==> src/hw/rtl/link_setup_frame_handshake_unit_defines.svh <==
// Assertion macros shared by the link setup handshake RTL.
// No dependencies; included by the files that carry assertions.
`ifndef LINK_SETUP_FRAME_HANDSHAKE_UNIT_DEFINES_SVH
`define LINK_SETUP_FRAME_HANDSHAKE_UNIT_DEFINES_SVH
`ifndef ASSERT_OFF
`define LSFH_ASSERT(name, clk, rst_n, prop) \
  name: assert property (@(posedge clk) disable iff (!rst_n) prop) \
    else $error("link setup handshake assertion failed");
`define LSFH_ASSERT_ALWAYS(name, clk, prop) \
  name: assert property (@(posedge clk) prop) \
    else $error("link setup handshake assertion failed");
`else
`define LSFH_ASSERT(name, clk, rst_n, prop)
`define LSFH_ASSERT_ALWAYS(name, clk, prop)
`endif
`endif

==> src/hw/rtl/lsfh_pkg.sv <==
// Types, codes and the frame matcher step of the link setup handshake.
// No dependencies; imported by every module of the block.
package lsfh_pkg;

  localparam int unsigned QUEUE_DEPTH = 2;
  localparam int unsigned QPTR_W      = 1;
  localparam int unsigned QCNT_W      = 2;
  localparam int unsigned BEAT_W      = 3;
  localparam logic [BEAT_W-1:0] LAST_BEAT = 3'd4;

  typedef enum logic [1:0] {
    KIND_BYTE  = 2'd0,
    KIND_TICK  = 2'd1,
    KIND_START = 2'd2
  } kind_e;

  typedef enum logic [2:0] {
    M_START = 3'd0,
    M_FLAG  = 3'd1,
    M_ADDR  = 3'd2,
    M_CTRL  = 3'd3,
    M_CHECK = 3'd4
  } match_e;

  typedef enum logic [1:0] {
    PH_IDLE = 2'd0,
    PH_WAIT = 2'd1,
    PH_CONN = 2'd2,
    PH_FAIL = 2'd3
  } phase_e;

  typedef enum logic [2:0] {
    CFG_ROLE        = 3'd0,
    CFG_FLAG        = 3'd1,
    CFG_CMD_ADDR    = 3'd2,
    CFG_REPLY_ADDR  = 3'd3,
    CFG_SEND_CTRL   = 3'd4,
    CFG_EXPECT_CTRL = 3'd5,
    CFG_TIMEOUT     = 3'd6,
    CFG_MAX_TRIES   = 3'd7
  } cfg_index_e;

  typedef struct packed {
    logic       role_is_receiver;
    logic [7:0] flag_value;
    logic [7:0] command_address;
    logic [7:0] reply_address;
    logic [7:0] send_control;
    logic [7:0] expect_control;
    logic [7:0] timeout_ticks;
    logic [3:0] max_tries;
  } cfg_t;

  // One queued job: either a whole frame to send or a single status word.
  typedef struct packed {
    logic       is_frame;
    logic [7:0] flag;
    logic [7:0] addr;
    logic [7:0] ctrl;
    phase_e     status;
  } job_t;

  typedef struct packed {
    match_e next;
    logic   hit;
  } match_res_t;

  function automatic match_res_t match_step(match_e cur, logic [7:0] b,
                                            logic [7:0] addr, logic [7:0] ctrl,
                                            logic [7:0] fl);
    match_res_t r;
    r.hit  = 1'b0;
    r.next = M_START;
    unique case (cur)
      M_FLAG: begin
        if (b == addr) r.next = M_ADDR;
        else if (b == fl) r.next = M_FLAG;
      end
      M_ADDR: begin
        if (b == ctrl) r.next = M_CTRL;
        else if (b == fl) r.next = M_FLAG;
      end
      M_CTRL: begin
        if (b == (addr ^ ctrl)) r.next = M_CHECK;
        else if (b == fl) r.next = M_FLAG;
      end
      M_CHECK: begin
        r.hit = (b == fl);
      end
      default: begin
        // Start and the unused codes look for an opening flag.
        if (b == fl) r.next = M_FLAG;
      end
    endcase
    return r;
  endfunction

endpackage

==> src/hw/rtl/lsfh_front.sv <==
// Front end: accepts input words, runs matcher, phase, retry and timer state,
// and posts one job per word to the queue. Depends on lsfh_pkg.
`include "link_setup_frame_handshake_unit_defines.svh"
module lsfh_front import lsfh_pkg::*; (
  input  logic       clk_i,
  input  logic       rst_ni,
  input  cfg_t       cfg_i,
  input  logic       in_valid_i,
  input  logic [1:0] in_kind_i,
  input  logic [7:0] in_byte_i,
  input  logic       queue_full_i,
  output logic       in_ready_o,
  output logic       push_o,
  output job_t       job_o
);

  match_e     match_q, match_d;
  phase_e     phase_q, phase_d;
  logic [3:0] tries_q, tries_d;
  logic [7:0] timer_q, timer_d;
  logic       accept;
  logic [7:0] load_val;
  logic [7:0] match_addr;
  match_res_t mres;

  assign in_ready_o = !queue_full_i;
  assign accept     = in_valid_i && in_ready_o;
  assign push_o     = accept;
  assign load_val   = (cfg_i.timeout_ticks != 8'd0) ? cfg_i.timeout_ticks : 8'd1;
  assign match_addr = cfg_i.role_is_receiver ? cfg_i.command_address : cfg_i.reply_address;
  assign mres       = match_step(match_q, in_byte_i, match_addr, cfg_i.expect_control,
                                 cfg_i.flag_value);

  always_comb begin
    match_d = match_q;
    phase_d = phase_q;
    tries_d = tries_q;
    timer_d = timer_q;
    job_o.is_frame = 1'b0;
    job_o.flag     = cfg_i.flag_value;
    job_o.addr     = cfg_i.command_address;
    job_o.ctrl     = cfg_i.send_control;
    unique case (kind_e'(in_kind_i))
      KIND_START: begin
        match_d = M_START;
        phase_d = PH_WAIT;
        if (!cfg_i.role_is_receiver) begin
          tries_d = (cfg_i.max_tries != 4'd0) ? cfg_i.max_tries - 4'd1 : 4'd0;
          timer_d = load_val;
          job_o.is_frame = 1'b1;
        end
      end
      KIND_BYTE: begin
        if (cfg_i.role_is_receiver) begin
          match_d = mres.next;
          if (mres.hit) begin
            phase_d = PH_CONN;
            job_o.is_frame = 1'b1;
            job_o.addr     = cfg_i.reply_address;
          end
        end else if (phase_q == PH_WAIT) begin
          match_d = mres.next;
          if (mres.hit) begin
            phase_d = PH_CONN;
            timer_d = 8'd0;
          end
        end
      end
      KIND_TICK: begin
        if (!cfg_i.role_is_receiver && phase_q == PH_WAIT) begin
          priority if (timer_q > 8'd1) begin
            timer_d = timer_q - 8'd1;
          end else if (tries_q != 4'd0) begin
            tries_d = tries_q - 4'd1;
            timer_d = load_val;
            match_d = M_START;
            job_o.is_frame = 1'b1;
          end else begin
            timer_d = 8'd0;
            phase_d = PH_FAIL;
          end
        end
      end
      default: begin
      end
    endcase
    job_o.status = phase_d;
  end

  always_ff @(posedge clk_i or negedge rst_ni) begin
    if (!rst_ni) begin
      match_q <= M_START;
      phase_q <= PH_IDLE;
      tries_q <= 4'd0;
      timer_q <= 8'd0;
    end else if (accept) begin
      match_q <= match_d;
      phase_q <= phase_d;
      tries_q <= tries_d;
      timer_q <= timer_d;
    end
  end

  `LSFH_ASSERT(a_start_enters_wait, clk_i, rst_ni,
    (accept && in_kind_i == KIND_START) |=> (phase_q == PH_WAIT))
  `LSFH_ASSERT(a_tick_counts_down, clk_i, rst_ni,
    (accept && in_kind_i == KIND_TICK && !cfg_i.role_is_receiver && phase_q == PH_WAIT
     && timer_q > 8'd1) |=> (timer_q == $past(timer_q) - 8'd1))

endmodule

==> src/hw/rtl/lsfh_queue.sv <==
// Two-entry job queue between front and back; head entry is read in place.
// Depends on lsfh_pkg.
`include "link_setup_frame_handshake_unit_defines.svh"
module lsfh_queue import lsfh_pkg::*; (
  input  logic clk_i,
  input  logic rst_ni,
  input  logic push_i,
  input  job_t push_job_i,
  input  logic pop_i,
  output logic full_o,
  output logic empty_o,
  output job_t head_o
);

  job_t              mem_q [QUEUE_DEPTH];
  logic [QPTR_W-1:0] wr_q, wr_d, rd_q, rd_d;
  logic [QCNT_W-1:0] cnt_q, cnt_d;
  logic              do_push, do_pop;

  assign full_o  = (cnt_q == QCNT_W'(QUEUE_DEPTH));
  assign empty_o = (cnt_q == '0);
  assign head_o  = mem_q[rd_q];
  assign do_push = push_i && !full_o;
  assign do_pop  = pop_i && !empty_o;

  always_comb begin
    wr_d  = do_push ? wr_q + 1'b1 : wr_q;
    rd_d  = do_pop ? rd_q + 1'b1 : rd_q;
    cnt_d = cnt_q + QCNT_W'(do_push) - QCNT_W'(do_pop);
  end

  always_ff @(posedge clk_i or negedge rst_ni) begin
    if (!rst_ni) begin
      wr_q  <= '0;
      rd_q  <= '0;
      cnt_q <= '0;
    end else begin
      wr_q  <= wr_d;
      rd_q  <= rd_d;
      cnt_q <= cnt_d;
    end
  end

  always_ff @(posedge clk_i) begin
    if (do_push) begin
      mem_q[wr_q] <= push_job_i;
    end
  end

  `LSFH_ASSERT(a_count_bounded, clk_i, rst_ni, cnt_q <= QCNT_W'(QUEUE_DEPTH))

endmodule

==> src/hw/rtl/lsfh_back.sv <==
// Back end: turns the head job into one status word or five frame bytes.
// Depends on lsfh_pkg.
`include "link_setup_frame_handshake_unit_defines.svh"
module lsfh_back import lsfh_pkg::*; (
  input  logic       clk_i,
  input  logic       rst_ni,
  input  logic       have_job_i,
  input  job_t       job_i,
  input  logic       out_ready_i,
  output logic       out_valid_o,
  output logic [7:0] out_byte_o,
  output logic       out_tx_valid_o,
  output logic       out_last_o,
  output logic [1:0] out_status_o,
  output logic       pop_o
);

  logic [BEAT_W-1:0] beat_q, beat_d;
  logic              fire;

  assign out_valid_o    = have_job_i;
  assign fire           = out_valid_o && out_ready_i;
  assign out_tx_valid_o = job_i.is_frame;
  assign out_last_o     = !job_i.is_frame || (beat_q == LAST_BEAT);
  assign out_status_o   = job_i.status;
  assign pop_o          = fire && out_last_o;

  always_comb begin
    out_byte_o = 8'd0;
    if (job_i.is_frame) begin
      unique case (beat_q)
        3'd1:    out_byte_o = job_i.addr;
        3'd2:    out_byte_o = job_i.ctrl;
        3'd3:    out_byte_o = job_i.addr ^ job_i.ctrl;
        default: out_byte_o = job_i.flag;
      endcase
    end
  end

  always_comb begin
    beat_d = beat_q;
    if (fire) begin
      beat_d = out_last_o ? '0 : beat_q + 1'b1;
    end
  end

  always_ff @(posedge clk_i or negedge rst_ni) begin
    if (!rst_ni) begin
      beat_q <= '0;
    end else begin
      beat_q <= beat_d;
    end
  end

  // A frame in progress keeps its job at the queue head until the last byte.
  `LSFH_ASSERT(a_beat_in_frame, clk_i, rst_ni,
    (beat_q != '0) |-> (have_job_i && job_i.is_frame && beat_q <= LAST_BEAT))

endmodule

==> src/hw/rtl/link_setup_frame_handshake_unit.sv <==
// Link setup handshake on five-byte supervision frames.
// Each accepted item is written into the job queue, and its first result word is offered from the queue head.
// Throughput: one item per cycle for status-only items and one byte per cycle from the back-end
// serializer while the output is not stalled; the two-entry queue keeps input open until it fills.
// Reset: asynchronous; clears matcher, phase, tries, timer and queue, and loads the
// configuration defaults. No clearing pass is needed.
module link_setup_frame_handshake_unit import lsfh_pkg::*; (
  input  logic       clk_i,
  input  logic       rst_ni,
  input  logic       cfg_valid_i,
  output logic       cfg_ready_o,
  input  logic [2:0] cfg_index_i,
  input  logic [7:0] cfg_data_i,
  input  logic       s_axis_tvalid,
  output logic       s_axis_tready,
  input  logic [7:0] s_axis_tdata,   // [7:0] rx_byte
  input  logic [1:0] s_axis_tuser,   // [1:0] kind
  output logic       m_axis_tvalid,
  input  logic       m_axis_tready,
  output logic [7:0] m_axis_tdata,   // [7:0] tx_byte
  output logic [2:0] m_axis_tuser,   // [0] tx_valid, [2:1] link_status
  output logic       m_axis_tlast
);

  cfg_t cfg_q;
  logic push, pop, full, empty;
  job_t push_job, head_job;
  logic tx_valid;
  logic [1:0] status;

  assign cfg_ready_o = 1'b1;

  always_ff @(posedge clk_i or negedge rst_ni) begin
    if (!rst_ni) begin
      cfg_q.role_is_receiver <= 1'b0;
      cfg_q.flag_value       <= 8'd126;
      cfg_q.command_address  <= 8'd3;
      cfg_q.reply_address    <= 8'd1;
      cfg_q.send_control     <= 8'd3;
      cfg_q.expect_control   <= 8'd7;
      cfg_q.timeout_ticks    <= 8'd3;
      cfg_q.max_tries        <= 4'd3;
    end else if (cfg_valid_i && cfg_ready_o) begin
      unique case (cfg_index_e'(cfg_index_i))
        CFG_ROLE:        cfg_q.role_is_receiver <= cfg_data_i[0];
        CFG_FLAG:        cfg_q.flag_value       <= cfg_data_i;
        CFG_CMD_ADDR:    cfg_q.command_address  <= cfg_data_i;
        CFG_REPLY_ADDR:  cfg_q.reply_address    <= cfg_data_i;
        CFG_SEND_CTRL:   cfg_q.send_control     <= cfg_data_i;
        CFG_EXPECT_CTRL: cfg_q.expect_control   <= cfg_data_i;
        CFG_TIMEOUT:     cfg_q.timeout_ticks    <= cfg_data_i;
        CFG_MAX_TRIES:   cfg_q.max_tries        <= cfg_data_i[3:0];
        default: begin
        end
      endcase
    end
  end

  lsfh_front u_front (
    .clk_i        (clk_i),
    .rst_ni       (rst_ni),
    .cfg_i        (cfg_q),
    .in_valid_i   (s_axis_tvalid),
    .in_kind_i    (s_axis_tuser),
    .in_byte_i    (s_axis_tdata),
    .queue_full_i (full),
    .in_ready_o   (s_axis_tready),
    .push_o       (push),
    .job_o        (push_job)
  );

  lsfh_queue u_queue (
    .clk_i      (clk_i),
    .rst_ni     (rst_ni),
    .push_i     (push),
    .push_job_i (push_job),
    .pop_i      (pop),
    .full_o     (full),
    .empty_o    (empty),
    .head_o     (head_job)
  );

  lsfh_back u_back (
    .clk_i          (clk_i),
    .rst_ni         (rst_ni),
    .have_job_i     (!empty),
    .job_i          (head_job),
    .out_ready_i    (m_axis_tready),
    .out_valid_o    (m_axis_tvalid),
    .out_byte_o     (m_axis_tdata),
    .out_tx_valid_o (tx_valid),
    .out_last_o     (m_axis_tlast),
    .out_status_o   (status),
    .pop_o          (pop)
  );

  assign m_axis_tuser = {status, tx_valid};

endmodule

==> config.mk <==
export PLATFORM = sky130hd
export DESIGN_NAME = link_setup_frame_handshake_unit
export DESIGN_NICKNAME = d
export VERILOG_FILES = /design/src/hw/rtl/lsfh_pkg.sv /design/src/hw/rtl/lsfh_front.sv /design/src/hw/rtl/lsfh_queue.sv /design/src/hw/rtl/lsfh_back.sv /design/src/hw/rtl/link_setup_frame_handshake_unit.sv
export VERILOG_INCLUDE_DIRS = /design/src /design/src/hw/rtl
export SDC_FILE = /design/constraint.sdc
export NUM_CORES = 1
export LEC_CHECK = 0
export BUFFER_PORTS_ARGS = -buffer_cell sky130_fd_sc_hd__buf_2
export CAP_MARGIN = 20
export CORE_MARGIN = 3
export CORE_UTILIZATION = 41
export CTS_CLUSTER_DIAMETER = 60
export DETAILED_ROUTE_END_ITERATION = 8
export HOLD_SLACK_MARGIN = 0.12
export SLEW_MARGIN = 15
export SYNTH_ARGS = -nofsm -noshare
export SYNTH_HDL_FRONTEND = slang
export SYNTH_SLANG_ARGS = --single-unit
export TNS_END_PERCENT = 1
==> constraint.sdc <==
create_clock -name clk_i -period 3.2 [get_ports clk_i]
set_clock_uncertainty 0.2 [all_clocks]
set_input_delay 0.96 -clock clk_i [delete_from_list [all_inputs] [get_ports clk_i]]
set_output_delay 0.96 -clock clk_i [all_outputs]
set_load 0.005 [all_outputs]
# After elaboration in Yosys (flattened, before gate mapping)

Memories as Yosys holds them, arrays and structs flattened.
Index checks and enable logic that the tools add are counted.
W data, S select, Z words.

Flip-flop bits (word level): 77
Memory bits (writable): 54
Memories kept: 1

Memories:

| name          | depth | width | rd ports | clocked after memory_dff | write ports | RTL line         | RTL |
|---|---|---|---|---|---|---|---|
| u_queue.mem_q | 2     | 27    | 1        | 0                        | 1           | lsfh_queue.sv:15 | `job_t mem_q [QUEUE_DEPTH];` |

Mux-type cells: 50
Add/sub/neg operators: 8
Bitwise gates (word level): 2
Equal/unequal tests: 31
Reductions and logical operators: 30
Order comparisons: 1

Operators by type and width:

| kind                  | count |
|---|---|
| $mux W8               | 13 |
| $pmux W8 S3           | 2 |
| $eq A8 B8 Y1          | 4 |
| $mux W3               | 9 |
| $mux W4               | 5 |
| $eq A3 B2 Y1 const B  | 6 |
| $eq A3 B3 Y1 const B  | 6 |
| $reduce_and A2 Y1     | 8 |
| $xor A8 B8 Y8         | 2 |
| $mux W2               | 6 |
| $pmux W3 S4           | 1 |
| $reduce_and A6 Y1     | 2 |
| $mux W1               | 10 |
| $eq A3 B1 Y1 const B  | 3 |
| $pmux W3 S3           | 1 |
| $gt A8 B1 Y1 const B  | 1 |
| $ne A2 B1 Y1 const B  | 4 |
| $pmux W4 S2           | 1 |
| $reduce_bool A4 Y1    | 2 |
| $reduce_bool A8 Y1    | 1 |
| $sub A4 B1 Y4 const B | 2 |
| $sub A8 B1 Y8 const B | 1 |
| $reduce_and A7 Y1     | 1 |
| $logic_and A1 B1 Y1   | 6 |
| 16 further kinds      | 25 |

# Depth between registers and ports, before layout

Gate-level depths: netlist (run 1).

Depth in word-level cells: 8
Gate-level depth with buffers: 10
Mapped depth without buffers: 9

# Modules after synthesis

From an unflattened synthesis (run 1), not the netlist that was laid out.

Cell total of the unflattened synthesis: 577
Area total of the unflattened synthesis: 7303.3 um2

Modules (own cells, without submodules):

| module                          | sequential area each (um2) | cells each | area an instance (um2) | times used |
|---|---|---|---|---|
| link_setup_frame_handshake_unit | 1348.8                     | 125        | 2249.7                 | 1 |
| lsfh_queue                      | 1721.7                     | 102        | 2248.4                 | 1 |
| lsfh_front                      | 425.4                      | 241        | 1946.9                 | 1 |
| lsfh_back                       | 75.1                       | 109        | 858.3                  | 1 |

# Worst setup path before layout (run 1)

Ideal clock, no wire load.

Path kind: register to output
From: reg u_queue.rd_q
To: out m_axis_tdata[0]
Required time: 2.040 ns
Arrival time: 2.049 ns
Path slack: -0.009 ns
Path buffers: 3
Cell stages (with the launch flop): 8
Path through: dfrtp_1 > clkbuf_1 > clkbuf_1 > buf_1 > mux2i_1 > a21oi_1 > a21oi_1 > nor2_1

Longest elaborated chain between the ends: 4

RTL lines:

| item                   | RTL line                              | RTL |
|---|---|---|
| from (decl)            | lsfh_queue.sv:16                      | `logic [QPTR_W-1:0] wr_q, wr_d, rd_q, rd_d;` |
| from (signal assigned) | lsfh_queue.sv:39                      | `rd_q <= rd_d;` |
| $mem_v2 Z2 W27 (*)     | --                                    |  |
| $xor A8 B8 Y8          | lsfh_back.sv:34                       | `3'd3: out_byte_o = job_i.addr ^ job_i.ctrl;` |
| $pmux W8 S3            | lsfh_back.sv:31                       | `unique case (beat_q)` |
| $mux W8 (*)            | lsfh_back.sv:30                       | `if (job_i.is_frame) begin` |
| to (decl)              | link_setup_frame_handshake_unit.sv:20 | `output logic [7:0] m_axis_tdata,` |

Mark *: on every way between the ends. The rest lies on a longest branch, timed or not.

# Final worst setup path (run 1)

From: reg u_queue.rd_q
To: out m_axis_tdata[7]

The elaborated chain is that of the path after synthesis.

==> results of run 1 <==
[critical path, cell delays in order (launching register included)]
cell and delay (ns):
dfrtp_1 0.37, buf_12 0.23, mux2i_4 0.34, mux2_2 0.36, a21oi_1 0.16, nor2_1 0.06
buf_2 0.12
[cells in the final DEF (no fill, tap or decap), types with 4 or more instances in the layout]
cell,instances
nor2_1,35
buf_4,25
dfrtp_1,57
nand4_1,6
nor4_1,6
a21oi_2,8
nand2b_1,6
mux2i_1,16
mux2i_2,5
o21ai_0,24
nor2b_1,4
o21ai_1,9
buf_2,38
nand3_1,6
a21oi_1,26
nand2_1,24
clkbuf_16,17
a21o_1,4
a32oi_1,7
nor3_1,12
ha_1,6
a211oi_1,4
dfstp_2,18
edfxtp_1,54
xor2_1,11
xnor2_1,24
inv_1,15
mux2_2,80
nor3b_2,9
[repair_timing]
action | in CTS | in global routing
hold endpoints to repair | 0 | 0
gates cloned | 1 | 0
buffers inserted | 6 | 0
pin swaps | 19 | 9
setup endpoints to repair | 8 | 8
resized for setup | 32 | 23
[layer usage]
metal / part of all wire (%) / GRT usage [%] / vias to the layer above
li1: - / - / 2164
met1: 48 / 25.3 / 2268
met2: 47 / 28.9 / 107
met3: 3.5 / 4.11 / 20
met4: 1.5 / 5.83 / 0
met5: 0 / 0 / -
[where the power goes]
part,total [mW],leakage (nW),switching (mW),internal (mW)
logic,2.54,1.45,1.34,1.20
registers,2.61,1.41,0.314,2.30
clock network,1.98,0.287,0.730,1.25
total,7.13,3.15,2.38,4.75
[path summary, 6_finish.rpt]
| kind | start | to | slack, ns | cells past startpoint |
|---|---|---|---|---|
| max reg2reg | u_front.timer_q[3]$_DFFE_PN0P_ | u_front.tries_q[0]$_DFFE_PN0P_ | 0.42 | 6 |
| min in group asynchronous | rst_ni | u_front.tries_q[1]$_DFFE_PN0P_ | 0.35 | 1 |
| min reg2reg | cfg_q[25]$_DFFE_PN0P_ | u_queue.mem_q[1][7]$_DFFE_PP_ | 0.26 | 0 |
| max in group asynchronous | rst_ni | cfg_q[21]$_DFFE_PN1P_ | 1.83 | 2 |
| max | u_queue.rd_q$_DFFE_PN0P_ | m_axis_tdata[7] | -0.05 | 6 |
| min | cfg_q[25]$_DFFE_PN0P_ | u_queue.mem_q[1][7]$_DFFE_PP_ | 0.26 | 0 |
[per-stage QoR]
stage | setup slack (ns) | setup TNS [ns]
finish | -0.0523 | -0.110
global route | -0.144 | -0.953
CTS | -0.0631 | -0.470
detailed placement | 0.209 | 0
global placement | 0.232 | 0
floorplan | 0.0843 | 0
[registers in the layout, indices dropped and copies added, names as in the netlist]
signal	flops
u_queue.mem_q	54
cfg_q	53
u_front.timer_q	8
u_front.tries_q	4
u_back.beat_q	3
u_front.match_q	3
u_front.phase_q	2
u_queue.cnt_q	2
u_queue.rd_q	1
u_queue.wr_q	1
[cells by family after synthesis]
group / synth area share (%)
buffers and inverters: 2.40
other: 0.0567
DFF: 54.0
muxes: 17.2
and+or+nand+nor: 10.8
xor gates and xnor gates: 4.63
adders and majority gates: 1.89
AOI/OAI and AO/OA: 9.06
[final cells by class]
type	count	area share, %
Clock buffer	20	5.56
Multi-Input combinational cell	382	38.3
Inverter	17	0.795
Sequential cell	131	44.5
Clock inverter	12	1.96
Timing Repair Buffer	68	5.62
Tap cell	211	3.29
==> impl_metrics.py, run 1 <==
metrics = {
    "placement": {
        "place_inst": 802,
        "gp_congestion": 0.850,
        "placed_area_um2": 7180,
        "port_buffers": 39,
        "place_hpwl_um": 10900,
    },
    "finish": {
        "final_cell_count_no_fill": 841,
        "synthToLayoutAreaGrowth_pct": 21.3,
        "fill_cells": 1320,
        "diodes": 0,
        "nets": 653,
        "seqCellArea_um2": 3570,
        "final_core_util_pct": 51.9,
        "fin_area_um2": 8030,
        "multi_input_area_um2": 3070,
        "drive_above_1_share_pct": 37.9,
    },
    "cts": {
        "htreeDepth": 4,
        "tritoncts": "built",
        "clk_pin_slew_ns": 0.06,
        "clk_latency_ns": 0.42,
        "clk_path_buf_depth": 2,
        "numCtsBuffers": 17,
        "cts_hold_buf": 0,
        "clock-sinks": 131,
        "root_buffer": "clkbuf_16",
    },
    "floorplan": {
        "core_um2": 15500,
        "die_area_um2": 17700,
        "start_util_pct": 42.7,
        "die_height_um": 133,
        "io_pins": 41,
        "num_rows": 45,
        "die_x_um": 133,
    },
    "grt": {
        "track_usage_pct": 18.3,
        "grt_max_degree": 44,
        "grt_pass1_vias": 4690,
        "antenna_found_initial": 0,
        "grt_pass1_wl_um": 25200,
        "gr-total-overflow": 0,
    },
    "status": {
        "status": "finished with violations",
        "violations": "setup timing",
    },
    "hold_path": {
        "hp-class": "reg -> reg",
    },
    "synthesis": {
        "yosysTopAreaCellShare_pct": 24.5,
        "syn_nets": 589,
        "synth_top_area_cell": "edfxtp_1",
        "synth_cell_type_count": 52,
        "ys_ff_latch": 131,
        "yosysMostFrequentCell": "mux2_2",
        "synthArstFlopShare_pct": 58.8,
        "synth_edf_count": 54,
        "avgSynthCellArea_um2": 12.0,
        "ys_seq_area_share_pct": 54.0,
        "netlist_instances": 553,
        "netlist_area_um2": 6620,
        "synth_area_leaders": "edfxtp_1, dfrtp_1, mux2_2",
        "synth_commonest_cells": "mux2_2, dfrtp_1, edfxtp_1",
        "ys_warn_count": 0,
        "synth-main-ff-cell": "dfrtp_1",
    },
    "power": {
        "vdd_ir_drop_max_uv": 346,
        "leakage_nw": 3.15,
        "power_density_nw_per_um2": 888,
        "finalPower_mw": 7.13,
    },
    "sta": {
        "finalWorstSetupSlack_ns": -0.0523,
        "fin_hold_ws_ns": 0.264,
        "relSlewSlack_pct": 60.9,
        "worstMarginPinSlew_ns": 0.586,
        "slew_viol_final": 0,
        "fin_crit_ns": 3.25,
        "fin_crit_sh_pct": 102,
        "rsz0062_at_grt": "yes",
        "fmax_ghz": 0.307,
        "hold_viol": 0,
        "finalSetupViolCount": 5,
    },
    "flow_run": {
        "maxCapViolations": 0,
    },
    "worst_setup_path": {
        "cp_max_fo": 28,
        "cp-end-kind": "primary output",
        "worstSetupPathType": "reg -> out",
        "critical_path_arrival_ns": 2.09,
        "crit_required_ns": 2.04,
        "start_kind": "flop",
    },
    "routing": {
        "vias": 4559,
        "wl_per_cell_um": 18.4,
        "drt_iter0_drc": 265,
        "finalWirelength_um": 15500,
        "drc": 0,
        "drtPass1Iterations": 5,
        "ant_nets": 0,
        "viasPerCell": 5.42,
    },
}
Power figures use the tool's default switching activity.
==> run 2: changes to the inputs <==
- CAP_MARGIN: 20 -> unset
- clock period: 3.2 -> 3.9 ns (I/O delays scaled with it)
==> run 2 against run 1 <==
  * The flow now finishes without violations
  * Total power fell by 21%
  * Core utilization decreased by 1.9 points
  * Die area did not move
  * Via count fell by 4.3%
  * Largest power group unchanged
  * Highest routed layer unchanged
==> impl_metrics.py, run 2 (synthesis gave the netlist of run 1 again) <==
metrics = {
    "sta": {
        "fmax_ghz": 0.273,
        "finalWorstSetupSlack_ns": 0.232,
        "tns_ns": 0,
        "worstMarginPinSlew_ns": 1.00,
        "rsz0062_at_grt": "no",
        "hold_viol": 0,
        "relSlewSlack_pct": 33.3,
        "fin_crit_sh_pct": 94.1,
        "finalSetupViolCount": 0,
        "fin_hold_ws_ns": 0.276,
        "fin_crit_ns": 3.67,
        "slew_viol_final": 0,
    },
    "floorplan": {
        "start_util_pct": 42.7,
        "num_rows": 45,
        "die_height_um": 133,
        "core_um2": 15500,
        "io_pins": 41,
        "die_area_um2": 17700,
        "die_x_um": 133,
    },
    "routing": {
        "vias": 4363,
        "drtPass1Iterations": 4,
        "drc": 0,
        "finalWirelength_um": 14900,
        "ant_nets": 0,
        "drt_iter0_drc": 276,
        "wl_per_cell_um": 18.0,
        "viasPerCell": 5.30,
    },
    "worst_setup_path": {
        "worstSetupPathType": "reg -> out",
        "critical_path_arrival_ns": 2.30,
        "cp_max_fo": 16,
        "startpoint": "u_back.beat_q[0]$_DFFE_PN0P_",
        "cp-end-kind": "primary output",
        "r2r_start": "u_front.timer_q[3]$_DFFE_PN0P_",
        "crit_required_ns": 2.53,
        "start_kind": "flop",
        "rrSetupSlack_ns": 1.08,
    },
    "finish": {
        "largestRegisters": "u_queue.mem_q x54, cfg_q x53, u_front.timer_q x8",
        "seqCellArea_um2": 3570,
        "multi_input_area_um2": 2890,
        "synthToLayoutAreaGrowth_pct": 16.9,
        "drive_above_1_share_pct": 30.6,
        "layout_commonest_cell": "mux2_2",
        "regMostFlops": "u_queue.mem_q",
        "fill_cells": 1377,
        "fin_area_um2": 7730,
        "largest_reg_flops": 54,
        "diodes": 0,
        "layout_common_cells": "mux2_2, dfrtp_1, edfxtp_1",
        "nets": 635,
    },
    "cts": {
        "clk_latency_ns": 0.41,
        "tritoncts": "built",
        "post-cts-setup-buffer-count": 0,
        "clk_pin_slew_ns": 0.06,
        "clk_path_buf_depth": 2,
        "root_buffer": "clkbuf_16",
        "htreeDepth": 4,
        "clock-sinks": 131,
        "numCtsBuffers": 17,
    },
    "grt": {
        "track_usage_pct": 17.6,
        "gr-total-overflow": 0,
        "antenna_found_initial": 0,
        "grt_max_degree": 78,
        "grt_pass1_wl_um": 24200,
        "grt_pass1_vias": 4403,
    },
    "power": {
        "finalPower_mw": 5.63,
        "leakage_nw": 3.06,
        "vdd_ir_drop_max_uv": 372,
        "power_density_nw_per_um2": 728,
    },
    "status": {
        "status": "finished clean",
    },
    "placement": {
        "place_hpwl_um": 10600,
        "placed_area_um2": 7090,
        "preCtsSetupSlack_ns": 0.492,
        "gp_congestion": 0.889,
        "port_buffers": 39,
    },
    "flow_run": {
        "maxCapViolations": 0,
    },
    "hold_path": {
        "worstHoldStart": "cfg_q[24]$_DFFE_PN0P_",
        "hp-class": "reg -> reg",
    },
}
[run 2: changes by cell type in the layout (fill, tap and decap cells not counted), sizes merged]
cell / change
clkinvlp: -1
inv: +4
bufinv: +1
clkinv: -2
buf: -18
clkbuf: -2
[run 2: cell type report]
class	count	share of cell area [%]
Clock inverter	14	2.57
Tap cell	211	3.41
Clock buffer	18	5.68
Multi-Input combinational cell	382	37.4
Sequential cell	131	46.2
Timing Repair Buffer	50	3.95
Inverter	17	0.825
[run 2: final timing paths]
check,end,cells past startpoint
worst max-delay path,m_axis_tdata[1],9
worst min-delay path,u_queue.mem_q[1][6]$_DFFE_PP_,0
worst max register to register,u_front.tries_q[0]$_DFFE_PN0P_,6
worst min register to register,u_queue.mem_q[1][6]$_DFFE_PP_,0
max in group asynchronous,cfg_q[23]$_DFFE_PN0P_,1
min in group asynchronous,u_front.tries_q[1]$_DFFE_PN0P_,1
[run 2: report_power, final]
part	internal, mW	leakage (nW)	switching (mW)
clock	1.10	0.307	0.607
combinational	0.816	1.34	0.974
sequential	1.88	1.41	0.254
total	3.79	3.06	1.84
[run 2: routing by layer]
| metal | part of all wire, % | global-route usage [%] | vias up |
|---|---|---|---|
| met4 | 0.85 | 5.54 | 0 |
| li1 | - | - | 2123 |
| met2 | 46 | 26.4 | 82 |
| met3 | 3.3 | 3.88 | 9 |
| met5 | 0 | 0 | - |
| met1 | 49 | 25.4 | 2149 |
[run 2: stage by stage]
| stage | cells | util, % |
|---|---|---|
| after global routing | 823 | 50.0 |
| final | 823 | 50.0 |
| after CTS | 823 | 49.9 |
| after global placement | 791 | 45.8 |
| after detailed placement | 791 | 45.8 |
| after floorplan | 553 | - |
[run 2: worst max-delay path, cell delays in order (launching register included)]
cell	delay, ns
dfrtp_1	0.41
inv_1	0.09
ha_1	0.30
o21ai_1	0.17
buf_4	0.22
nand2_1	0.08
mux2_2	0.27
a21oi_1	0.16
nor2_1	0.05
buf_2	0.13
[run 2: timing repair]
action,in CTS,in global routing
hold buffers,0,0
resized for setup,0,1
setup endpoints to repair,0,8
==> run 3: changes to the inputs <==
- ABC_AREA: unset -> 1
==> run 3 against run 2 <==
  * Cell area is 1.4% higher
  * Via count is 23% higher
  * Synthesized cell count is 48% higher
  * Core utilization is 1.3 points lower
  * First-iteration DRC count is 24% higher
  * Critical endpoint is now m_axis_tdata[4]
  * Largest power group unchanged
==> impl_metrics.py, run 3 <==
metrics = {
    "status": {
        "status": "finished clean",
    },
    "synthesis": {
        "yosys.area_share.simple_pct": 21.6,
        "synth_compound_area_share_pct": 14.0,
        "synthArstFlopShare_pct": 58.8,
        "avgSynthCellArea_um2": 8.40,
        "synth_top_area_cell": "edfxtp_1",
        "ys_warn_count": 0,
        "netlist_area_um2": 6870,
        "synth_xor_area_share_pct": 1.66,
        "ys_seq_area_share_pct": 52.0,
        "syn_nets": 854,
        "netlist_instances": 818,
        "yosysTopAreaCellShare_pct": 23.6,
        "ys_ff_latch": 131,
        "synthMuxAreaShare_pct": 1.49,
        "yosysMostFrequentCell": "nand2_1",
        "synth-main-ff-cell": "dfrtp_1",
        "synth_edf_count": 54,
        "synth_commonest_cells": "nand2_1, inv_1, o21ai_0",
        "synth_area_leaders": "edfxtp_1, dfrtp_1, nand2_1",
        "synth_top_family_by_area": "simple AND/OR/NAND/NOR gates",
        "synth_fa_ha_area_share_pct": 1.82,
        "synth_cell_type_count": 48,
    },
    "cts": {
        "tritoncts": "built",
        "htreeDepth": 4,
        "clock-sinks": 131,
        "clk_path_buf_depth": 2,
        "clk_latency_ns": 0.42,
        "numCtsBuffers": 17,
        "root_buffer": "clkbuf_16",
        "clk_pin_slew_ns": 0.06,
    },
    "routing": {
        "viasPerCell": 4.91,
        "drtPass1Iterations": 5,
        "drc": 0,
        "vias": 5348,
        "ant_nets": 0,
        "finalWirelength_um": 15400,
        "wl_per_cell_um": 14.1,
        "drt_iter0_drc": 343,
    },
    "sta": {
        "worstMarginPinSlew_ns": 1.02,
        "fmax_ghz": 0.271,
        "hold_viol": 0,
        "tns_ns": 0,
        "fin_crit_ns": 3.69,
        "fin_crit_sh_pct": 94.6,
        "relSlewSlack_pct": 32.1,
        "finalSetupViolCount": 0,
        "slew_viol_final": 0,
        "rsz0062_at_grt": "no",
    },
    "hold_path": {
        "hp-class": "reg -> reg",
    },
    "worst_setup_path": {
        "critical_path_arrival_ns": 2.32,
        "start_kind": "flop",
        "crit_required_ns": 2.53,
        "worstSetupPathType": "reg -> out",
        "rrSetupSlack_ns": 1.49,
        "cp_max_fo": 16,
        "cp-end-kind": "primary output",
    },
    "floorplan": {
        "die_x_um": 135,
        "die_height_um": 135,
        "die_area_um2": 18300,
        "core_um2": 16100,
        "io_pins": 41,
        "num_rows": 46,
        "start_util_pct": 42.6,
    },
    "finish": {
        "largest_reg_flops": 54,
        "layout_common_cells": "nand2_1, inv_1, o21ai_0",
        "fill_cells": 1591,
        "layout_commonest_cell": "nand2_1",
        "drive_above_1_share_pct": 15.3,
        "multi_input_area_um2": 2790,
        "synthToLayoutAreaGrowth_pct": 14.1,
        "largestRegisters": "u_queue.mem_q x54, cfg_q x53, u_front.timer_q x8",
        "fin_area_um2": 7840,
        "regMostFlops": "u_queue.mem_q",
        "seqCellArea_um2": 3570,
        "nets": 895,
    },
    "power": {
        "vdd_ir_drop_max_uv": 428,
        "leakage_nw": 3.65,
        "power_density_nw_per_um2": 676,
    },
    "grt": {
        "antenna_found_initial": 1,
        "gr-total-overflow": 0,
        "grt_pass1_wl_um": 25200,
        "grt_pass1_vias": 4864,
        "track_usage_pct": 17.7,
        "grt_max_degree": 78,
    },
    "flow_run": {
        "maxCapViolations": 0,
    },
    "placement": {
        "place_hpwl_um": 10900,
        "gp_congestion": 0.873,
        "placed_area_um2": 7270,
        "port_buffers": 39,
    },
}
## run 3: changes by cell type in the layout (fill, tap and decap cells not counted), moves of 12 or more
cell and change:
mux2_2 -78, nand3_1 +14, o21ai_0 +58, xnor2_1 -21, o21ai_1 +15, mux2i_1 -16, nand2_1 +246, nor3b_1 -12
a21oi_1 -26, inv_1 +80
## run 3: what timing repair did
item                       in CTS  in global routing
resized for setup               0                  1
buffers inserted                0                  0
setup endpoints to repair       0                  8
hold buffers                    0                  0
## run 3: area by class of cell
type                            instances  area share [%]
Tap cell                              216            3.45
Clock buffer                           17            5.43
Sequential cell                       131            45.5
Timing Repair Buffer                   43            3.06
Clock inverter                         15            1.74
Antenna cell                            1          0.0319
Inverter                              107            5.12
Multi-Input combinational cell        559            35.6
## run 3: kinds of logic (layout without fill, tap and decap cells)
| group | Yosys count | after routing |
|---|---|---|
| AND/OR/NAND/NOR | 361 | 361 |
| multiplexers | 10 | 10 |
| adder cells (fa/ha/maj) | 10 | 10 |
| other | 1 | 2 |
| buffers and inverters | 128 | 182 |
| AO/OA/AOI/OAI | 164 | 164 |
| flip-flops | 131 | 131 |
| XOR/XNOR | 13 | 13 |
## run 3: worst paths after layout
kind,from,end,cells after the start
max,u_back.beat_q[0]$_DFFE_PN0P_,m_axis_tdata[4],6
min,cfg_q[26]$_DFFE_PN0P_,u_queue.mem_q[1][8]$_DFFE_PP_,0
max reg2reg,cfg_q[52]$_DFFE_PN0P_,u_front.tries_q[1]$_DFFE_PN0P_,8
min reg2reg,cfg_q[26]$_DFFE_PN0P_,u_queue.mem_q[1][8]$_DFFE_PP_,0
max in group asynchronous,rst_ni,u_back.beat_q[2]$_DFFE_PN0P_,1
min in group asynchronous,rst_ni,cfg_q[18]$_DFFE_PN0P_,1
## run 3: per-layer routing
| metal | global-route usage [%] | wire [µm] | vias up |
|---|---|---|---|
| met1 | 24.9 | 7680 | 2432 |
| met5 | 0 | 0 | - |
| met4 | 6.10 | 289 | 0 |
| li1 | - | - | 2767 |
| met2 | 27.0 | 6700 | 124 |
| met3 | 4.01 | 683 | 25 |
## run 3: metrics by stage
step                power, mW  setup WS [ns]  std cells  hold WS, ns  util, %
global placement         3.79          0.607       1056        0.257     45.1
floorplan                3.32          0.827        818        0.242        -
global route             5.71         0.0392       1089        0.294     48.6
finish                   5.30          0.212       1089        0.269     48.6
CTS                      5.35         0.0779       1088        0.273     48.6
detailed placement       3.81          0.536       1056        0.258     45.1
## run 3: power by group
part           switching, mW  leakage (nW)  internal, mW
Combinational           1.08          1.94         0.639
Clock                  0.680         0.272         0.842
Sequential             0.209          1.44          1.85
Total                   1.97          3.65          3.33
## run 3: critical path, stage by stage, from the launching register on
cell	delay [ns]
dfrtp_1	0.42
ha_1	0.22
ha_1	0.29
and3b_2	0.43
nor2_1	0.08
a221oi_1	0.28
buf_2	0.17
